File: src/hdl/ams_ram.sv
// Generic simple dual-port RAM (one write port, one read port) with registered read.
`default_nettype none
module ams_ram #(
   parameter int Width = 32,
   parameter int Depth = 96
) (
   input  wire logic                     clock,
   input  wire logic                     wr_en,
   input  wire logic [$clog2(Depth)-1:0] wr_addr,
   input  wire logic [Width-1:0]         wr_data,
   input  wire logic [$clog2(Depth)-1:0] rd_addr,
   output      logic [Width-1:0]         rd_data
);
   logic [Width-1:0] mem [Depth];

   // write one word, read one word; the read data is registered
   always_ff @(posedge clock) begin
      if (wr_en) begin
         mem[wr_addr] <= wr_data;
      end
      rd_data <= mem[rd_addr];
   end
endmodule
`default_nettype wire

File: config.mk
export PLATFORM = sky130hd
export DESIGN_NAME = ams_ram
export DESIGN_NICKNAME = d
export VERILOG_FILES = /design/src/hdl/ams_ram.sv
export SDC_FILE = /design/constraint.sdc
export NUM_CORES = 2
export LEC_CHECK = 0
export ABC_AREA = 0
export BUFFER_PORTS_ARGS = -buffer_cell sky130_fd_sc_hd__buf_2
export CORE_MARGIN = 4
export CORE_UTILIZATION = 40
export CTS_CLUSTER_SIZE = 8
export DETAILED_ROUTE_END_ITERATION = 16
export SKIP_LAST_GASP = 1
export SYNTH_ARGS = -nofsm -noshare
export SYNTH_HDL_FRONTEND = slang
export SYNTH_SLANG_ARGS = --single-unit
File: constraint.sdc
create_clock -name clock -period 5.1 [get_ports clock]
set_clock_uncertainty 0.2 [all_clocks]
set_input_delay 0.765 -clock clock [delete_from_list [all_inputs] [get_ports clock]]
set_output_delay 0.765 -clock clock [all_outputs]
set_load 0.01 [all_outputs]
==> metrics.md <==
| Metric | Value |
|---|---|
| Status | complete, but fails checks |
| Failing checks | max-capacitance violations, max-slew violations |
| Relative slew margins | -3.38% |
| Post-synthesis cell count | 5279 |
| Initial Util | 40.2% |
| Power density over the cells | 411 nW/um^2 |
| Logic gate share of total power | 5.1% |
| Number of I/O pins | 80 |
| Crit-path slowest cell | nor3_1 |
| Fin crit period | 3.73 ns |
| Vias in the first global route | 60100 |
| Area of the multi-input gates | 24500 sq um |
| Post-Syn Area | 118000 sq um |
| Delay-heaviest family, CP | buffers and inverters |
| Clock network fraction of total power | 45.0% |
| Maximum vdd ir drop | 0.314 mV |
| Endpoints failing setup | 0 |
| Post-Route WL | 357 mm |
| Net count, final | 5936 |
| First-pass iteration count of the detailed router | 6 |
| Switching part of the total | 21.8% |
| Worst setup EP type | register |
| Final instance area | 138000 sq um |
| Setup ws final | 1.37 ns |
| Clk Latency, worst-skew pair | 0.96 ns |
| Remaining DRCs | 0 |
| Area after DPL | 126000 sq um |
| Most frequent cells in the layout | edfxtp_1, mux4_2, clkbuf_16 |
| Routed wire per std cell | 35.7 um |
| YS warnings | 0 |
| Hold WC Path Type | in2reg |
| Core area | 294000 sq um |
| Std-Cell Rows | 199 |
| Initial antenna violation count | 45 |
| First DRT Iteration DRCs | 9218 |
| Area delta synth->final | 16.8% |
| GR Util All Layers | 23.2% |
| Seq cells post-synth | 3104 |
| Crit path launch type | input port |
| Antenna viol nets, final | 0 |
| Seq/Total Area, Yosys | 78.5% |
| IO Port Bufs | 79 |
| Post-route setup TNS | 0 ns |
| Number of synthesized flops with an enable pin | 3072 |
| Worst slew pin tran | 1.53 ns |
| TritonCTS clock tree | yes |
| Number of filler cells placed in the layout | 23900 |
| Netlist cell types | 55 |
| Crit Path Class | in2reg |
| Unrepaired setup endpoints after global routing | no |
| Die W | 552 um |
| GR Overflow Total | 0 |
| FF/Latch Area | 92900 sq um |
| Slowest cell delay on critical path | 0.83 ns |
| Root Driver | clkbuf_16 |
| Internal power | 44.4 mW |
| Peak Freq | 268 MHz |
| Data arrival, critical path | 4.33 ns |
| H-tree depth | 5 |
| Post-CTS setup buffers | 0 |
| Layout cell share with drive strength beyond 1 | 28.5% |
| Critical Path RT | 5.70 ns |
| Vias | 60700 |
| Main synth FF type | edfxtp_1 |
| DIE AREA | 305000 sq um |
| WP buf/inv | 4 |
| Final Hold Viols | 0 |
| PostCTS Resize Cnt | 0 |
| Die Y | 552 um |
| Place WS | 0.459 ns |
| Cts bufs inserted | 426 |
| Vias per cell | 6.07 |
| Routability cong. | 0.906 |
| DP Wirelength | 215 mm |
| Max-slew violations | 3 |
| Async S/R FF share, synth | 0% |
| Switching power | 12.4 mW |
| Net count of the mapped netlist | 5327 |
| Clk slew on worst S/H paths | 0.05 ns |
| Largest net degree at the start of global routing | 97 |
| Crit-path cells | buf_8, buf_12, buf_4, mux4_2, mux2i_1, o22ai_1, nor3_1, buf_4, o21ai_1 |
| First-pass GRT wire length | 493 mm |
| CTS Sinks | 3104 |
| Tcrit/Tclk final | 73.1% |
| Sequential fraction of design power | 49.9% |
| Syn Area/Cell | 22.4 sq um |
| Maxcap violations | 1 |
| Hold-fix buffers at CTS | 0 |
| Commonest non-fill, non-tap cell in the layout | edfxtp_1 |
| Leakage power | 43.7 nW |
| Worst Path Max Fanout | 64 |
| CP dominant cell by count | buf_4 |
| CTS max path bufs | 4 |
## stage by stage
step                instances  hold WS [ns]  power (mW)  utilization (%)
detailed placement       9378         0.595        31.7             42.9
floorplan                5279         0.448        30.1                -
global route             9986        0.0393        58.3             47.0
finish                  10000        0.0525        56.8             47.0
global placement         9378         0.598        31.7             42.9
CTS                      9976       0.00664        57.1             46.9
## kinds of logic (layout without fill, tap and decap cells)
group,after synthesis,in the layout,synth area share (%)
multiplexers,991,991,15.5
AO/OA/AOI/OAI,467,467,2.79
AND/OR/NAND/NOR,437,437,1.73
other,0,26,0
buffers and inverters,280,1059,1.47
flip-flops,3104,3104,78.5
## flip-flops by register name, indices dropped and copies added, names as in the netlist
| signal | count |
|---|---|
| mem | 3072 |
| rd_data | 32 |
## worst reg2reg max path, delay by kind of cell, from the launching register on
family | cells | cell delay [ns]
buffers and inverters | 1 | 0.20
AOI/OAI and AO/OA | 3 | 1.70
muxes | 1 | 0.47
DFF | 1 | 0.35
## synth_stat cells (7+ instances only)
master | number | area [sq um]
and2_1 | 9 | 56.3
mux2i_1 | 300 | 3000
nand2b_1 | 13 | 81.3
nor3_1 | 36 | 180
buf_2 | 65 | 325
o221ai_1 | 17 | 149
a211oi_1 | 27 | 203
edfxtp_1 | 3072 | 92200
dfxtp_1 | 32 | 641
a22oi_1 | 126 | 946
nor2b_1 | 34 | 213
buf_6 | 51 | 574
a21oi_1 | 60 | 300
nor4_1 | 10 | 62.6
a221oi_1 | 41 | 359
o22ai_1 | 87 | 544
buf_4 | 42 | 315
o21ai_0 | 17 | 85.1
or3_1 | 12 | 75.1
o41ai_1 | 7 | 61.3
o21ai_1 | 15 | 75.1
mux2_2 | 21 | 236
clkbuf_1 | 97 | 364
buf_1 | 17 | 63.8
nand3_1 | 68 | 340
mux4_2 | 670 | 15100
nor2_1 | 132 | 495
nand2_1 | 97 | 364
a31oi_1 | 13 | 81.3
a22o_1 | 31 | 272
## power by group through the flow
stage / clock network, mW / logic (mW) / registers [mW]
after floorplan: 0 / 1.34 / 28.8
after global placement: 0 / 2.83 / 28.8
after detailed placement: 0 / 2.87 / 28.8
after CTS: 25.9 / 2.87 / 28.4
after global routing: 27.0 / 2.99 / 28.3
final: 25.6 / 2.88 / 28.4
## path summary, 6_finish.rpt
check	depth (start not counted)	slack, ns	from	endpoint
worst max register to register	5	2.07	mem[87][26]$_DFFE_PP_	rd_data[26]$_DFF_P_
worst max-delay path	9	1.37	rd_addr[2]	rd_data[30]$_DFF_P_
worst min register to register	3	0.61	mem[7][7]$_DFFE_PP_	rd_data[7]$_DFF_P_
worst min-delay path	1	0.05	wr_data[15]	mem[7][15]$_DFFE_PP_
## metal layers
| metal | track usage [%] | routed length [um] | vias to the layer above |
|---|---|---|---|
| met5 | 0 | 101 | - |
| met4 | 9.75 | 15800 | 14 |
| met3 | 5.17 | 37000 | 673 |
| met1 | 32.5 | 139000 | 32700 |
| li1 | - | - | 23700 |
| met2 | 35.2 | 165000 | 3628 |
## area by class of cell
class	instances	area share (%)
diodes	26	0.0471
clock buffers	573	8.16
clock inverters	25	0.428
inverters	3	0.00996
multi-input cells	1895	17.7
flip-flops and latches	3104	67.3
well taps	3919	3.55
repair buffers	458	2.84
No activity file was read; power rests on OpenSTA's default activity.
