==> config.mk <==
export PLATFORM = sky130hd
export DESIGN_NAME = ams_mul
export DESIGN_NICKNAME = d
export VERILOG_FILES = /design/src/hdl/ams_pkg.sv /design/src/hdl/ams_mul.sv
export SDC_FILE = /design/constraint.sdc
export NUM_CORES = 2
export LEC_CHECK = 0
export BUFFER_PORTS_ARGS = -buffer_cell sky130_fd_sc_hd__buf_2
export CORE_UTILIZATION = 30
export DETAILED_ROUTE_END_ITERATION = 10
export HOLD_SLACK_MARGIN = 0.06
export PLACE_DENSITY = 0.44
export REMOVE_ABC_BUFFERS = 1
export SLEW_MARGIN = 20
export SYNTH_ARGS = -nofsm -noshare
export SYNTH_HDL_FRONTEND = slang
export SYNTH_SLANG_ARGS = --single-unit
==> constraint.sdc <==
create_clock -name clock -period 14.3 [get_ports clock]
set_input_delay 4.29 -clock clock [delete_from_list [all_inputs] [get_ports clock]]
set_output_delay 4.29 -clock clock [all_outputs]
set_load 0.02 [all_outputs]
==> src/hdl/ams_pkg.sv <==
// Package: widths, command codes, sequencer states and CORDIC tables for the matrix stack.
`default_nettype none
package ams_pkg;
   localparam int StackDepth  = 16;
   localparam int CordicSteps = 16;
   localparam int IdxW   = (StackDepth > 1) ? $clog2(StackDepth) : 1;
   localparam int MemDepth = StackDepth * 6;
   localparam int AddrW  = $clog2(MemDepth);
   localparam int StepW  = $clog2(CordicSteps + 1);

   localparam logic signed [31:0] OneQ16 = 32'sd65536;
   localparam logic signed [33:0] Deg360 = 34'sd23592960;
   localparam logic signed [33:0] Deg180 = 34'sd11796480;
   localparam logic signed [33:0] Deg90  = 34'sd5898240;
   localparam logic signed [33:0] CordicGain = 34'sd652032874;
   // 92 full turns: lifts any 32-bit angle to a positive value
   localparam logic signed [33:0] AngleBias = 34'sd2170552320;

   typedef enum logic [3:0] {
      CMD_NOP = 4'd0, CMD_PUSH = 4'd1, CMD_POP = 4'd2, CMD_IDENT = 4'd3,
      CMD_LOAD = 4'd4, CMD_MUL = 4'd5, CMD_ROT = 4'd6, CMD_SCALE = 4'd7,
      CMD_TRANS = 4'd8
   } cmd_type;

   typedef enum logic [3:0] {
      ST_IDLE, ST_READ, ST_RWAIT, ST_COPY, ST_REDUCE, ST_CORDIC, ST_PIVOT,
      ST_PROD, ST_WRITE, ST_DONE
   } state_type;

   typedef struct packed {
      logic signed [31:0] a;
      logic signed [31:0] b;
   } mul_op_type;

   function automatic logic signed [31:0] atan_q16(input logic [4:0] i);
      logic signed [31:0] r;
      case (i)
         5'd0: r = 32'sd2949120;  5'd1: r = 32'sd1740967; 5'd2: r = 32'sd919879;
         5'd3: r = 32'sd466945;   5'd4: r = 32'sd234379;  5'd5: r = 32'sd117304;
         5'd6: r = 32'sd58666;    5'd7: r = 32'sd29335;   5'd8: r = 32'sd14668;
         5'd9: r = 32'sd7334;     5'd10: r = 32'sd3667;   5'd11: r = 32'sd1833;
         5'd12: r = 32'sd917;     5'd13: r = 32'sd458;    5'd14: r = 32'sd229;
         5'd15: r = 32'sd115;     5'd16: r = 32'sd57;     5'd17: r = 32'sd29;
         5'd18: r = 32'sd14;      5'd19: r = 32'sd7;      5'd20: r = 32'sd4;
         5'd21: r = 32'sd2;       5'd22: r = 32'sd1;
         default: r = 32'sd0;
      endcase
      return r;
   endfunction

   function automatic logic signed [31:0] sat32(input logic signed [49:0] v);
      if (v > 50'sd2147483647) return 32'sh7fffffff;
      if (v < -50'sd2147483648) return 32'sh80000000;
      return v[31:0];
   endfunction
endpackage
`default_nettype wire

==> src/hdl/ams_mul.sv <==
// Shared Q16.16 multiplier: registered 48-bit product rounded to Q32.16.
`default_nettype none
module ams_mul (
   input  wire logic               clock,
   input  wire ams_pkg::mul_op_type op,
   output      logic signed [47:0] prod_ff
);
   logic signed [63:0] full;
   logic signed [47:0] prod_in;

   // round half up, floor shift by 16
   always_comb begin
      full    = 64'(op.a) * 64'(op.b) + 64'sd32768;
      prod_in = full[63:16];
   end

   always_ff @(posedge clock) begin
      prod_ff <= prod_in;
   end
endmodule
`default_nettype wire

==> flow_metrics.py <==
metrics = {
    "layout": {
        "largest_reg_flops": 48,
        "fillers": 12910,
        "drive_gt1_share_pct": 4.637,
        "area_growth_pct": 6.211,
        "top_regs": "prod_ff: 48 flops",
        "fin_nets": 5140,
        "top_register": "prod_ff",
    },
    "placed_design": {
        "numPortBuffers": 112,
        "gp_congestion": 0.8574,
        "dpl.hpwl_um": 95000,
    },
    "logic_synthesis": {
        "yosys-top-cells-area": "fa_1 59%, inv_1 10%, and2_1 8.7%",
        "yosysMostFrequentCell": "fa_1",
        "synth_top_area_share_pct": 58.95,
        "yosys_warnings": 0,
        "synth_top_area_cell": "fa_1",
        "synthFlopType": "dfxtp_1",
        "synthArstFlopShare_pct": 0,
        "yosysSeqAreaShare_pct": 2.615,
        "synth_seq_cells": 48,
        "synth_edf_count": 0,
        "postSynthCellCount": 3866,
        "yosysUniqueCellTypes": 60,
        "yosys-top-cells-count": "1,082 x fa_1, 975 x inv_1, 513 x nand2_1",
        "netlist_area_um2": 36750,
        "syn_avg_cell_area_um2": 9.505,
    },
    "clock_tree": {
        "root_buffer": "clkbuf_16",
        "cts_tree": "yes",
        "clkSinkCount": 48,
        "cts_setup_buffers": 0,
        "hold_buffers": 0,
        "h-tree-depth": 2,
        "cts_buffers": 5,
        "cts.repair.resized": 0,
        "clock_path_buffers": 2,
        "clk_pin_slew_ps": 80,
    },
    "floorplanning": {
        "die_area_um2": 123900,
        "core_area_um2": 121700,
        "die_y_um": 352.0,
        "initial_core_util_pct": 30.19,
        "rows": 128,
        "die_w_um": 352.0,
        "ios": 113,
    },
    "setup_path": {
        "crit_end": "prod_ff[42]$_DFF_P_",
        "worstPathArrival_ps": 12520,
        "startpoint_type": "primary input",
        "crit_type": "primary input to flop",
        "critPathMaxFanout": 18,
        "required_ps": 14520,
        "critPathCaptureType": "flop",
        "startpoint": "op[55]",
    },
    "sta": {
        "relSlewSlack_pct": 26.07,
        "hold_viol_final": 0,
        "setup_violations": 0,
        "fin_crit_ps": 12300,
        "tightest_slew_ps": 1095,
        "rsz0062_at_grt": "false",
        "fmax_mhz": 81.29,
        "period_share_pct": 86.02,
        "tns_ps": 0,
        "slew_viol_final": 0,
    },
    "flow_run": {
        "max_cap_violations": 0,
    },
    "outcome": {
        "status": "completed",
    },
    "route": {
        "drc": 0,
        "wl_per_cell_um": 21.24,
        "via_count": 24880,
        "drtPass1Iterations": 7,
        "wl_um": 115700,
        "vias_per_cell": 4.567,
        "dr.first_iter.drc_count": 1276,
        "ant_nets": 0,
    },
    "min_path": {
        "hp-class": "flop to output port",
        "hold_path_depth": 1,
    },
    "global_routing": {
        "grtUsageTotal_pct": 19.48,
        "grt_pass1_vias": 28300,
        "antenna_found_initial": 4,
        "grt_max_degree": 33,
        "grt_pass1_wl_um": 180700,
        "grt_remaining_overflow": 0,
    },
}
-- per-stage QoR --
stage               setup WS (ps)  instance area, µm²  utilization [%]  std cells  hold slack (ps)
global route                 1572               39010            32.05       5442             5077
detailed placement           1691               38840            31.91       5434             4708
finish                       1999               39030            32.07       5448             5050
CTS                          2004               39010            32.05       5442             5069
global placement             1641               38840            31.91       5434             4706
floorplan                    3149               35950                -       3658             4629
-- cell type report --
type | instances | area (µm²) | area share (%)
Tap cell | 1625 | 2033 | 5.209
Antenna cell | 6 | 15.01 | 0.03847
Clock inverter | 3 | 47.55 | 0.1218
Sequential cell | 48 | 960.9 | 2.462
Multi-Input combinational cell | 2634 | 31330 | 80.27
Clock buffer | 5 | 125.1 | 0.3206
Timing Repair Buffer | 151 | 853.3 | 2.186
Inverter | 976 | 3664 | 9.387
-- cells in the final DEF, fill, tap and decap left out, types with 3 or more instances in the layout --
cell type,count
a211oi_1,5
a21o_1,22
a21oi_1,61
a311oi_1,3
a31oi_1,6
and2_1,512
and3_1,4
buf_2,112
buf_4,39
clkbuf_16,5
dfxtp_1,48
diode_2,6
fa_1,1082
ha_1,177
inv_1,975
nand2_1,513
nand2b_1,8
nand3_1,11
nand4_1,17
nor2_1,51
nor2b_1,5
nor3_1,8
o21a_1,6
o21ai_0,31
o21ai_2,3
o21bai_1,9
o31ai_1,3
or3_1,3
xnor2_1,43
xor2_1,19
-- worst max-delay path, stage by stage --
cell and delay [ps]:
buf_2 570, buf_4 370, and2_1 180, fa_1 460, fa_1 560, inv_1 60, fa_1 490, fa_1 510
inv_1 50, fa_1 550, fa_1 430, fa_1 570, fa_1 470, ha_1 420, a21oi_1 190, nor2_1 60
o41ai_1 940, nand2_1 90, nor3_1 170, a21o_1 300, o21ai_4 120, a31oi_2 330, o21ai_0 150, xnor2_1 150
-- cells by family after synthesis --
group / Yosys count / share of synthesized area, %
compound gates: 174 / 3.282
xor+xnor: 62 / 1.478
fa+ha+maj: 1259 / 64.97
buf+inv: 1184 / 12.14
flops: 48 / 2.615
simple gates: 1139 / 15.51
-- layer usage --
layer	global-route usage [%]	up-vias	routed length (µm)
met2	34.41	476	59050
li1	-	10820	-
met4	3.205	0	1981
met5	0	-	0
met1	26.20	13490	50630
met3	1.705	93	4035
-- worst min path at each step --
stage | startpoint | endpoint | slack (ps)
CTS | prod_ff[9]$_DFF_P_ | prod_ff[9] | 5070
finish | prod_ff[9]$_DFF_P_ | prod_ff[9] | 5050
global placement | prod_ff[9]$_DFF_P_ | prod_ff[9] | 4710
detailed placement | prod_ff[9]$_DFF_P_ | prod_ff[9] | 4710
global route | prod_ff[9]$_DFF_P_ | prod_ff[9] | 5080
floorplan | prod_ff[0]$_DFF_P_ | prod_ff[0] | 4630
Power is left out: the tool's default activity adds up to more than one toggle a clock period on the data nets, which glitch-free logic cannot reach.
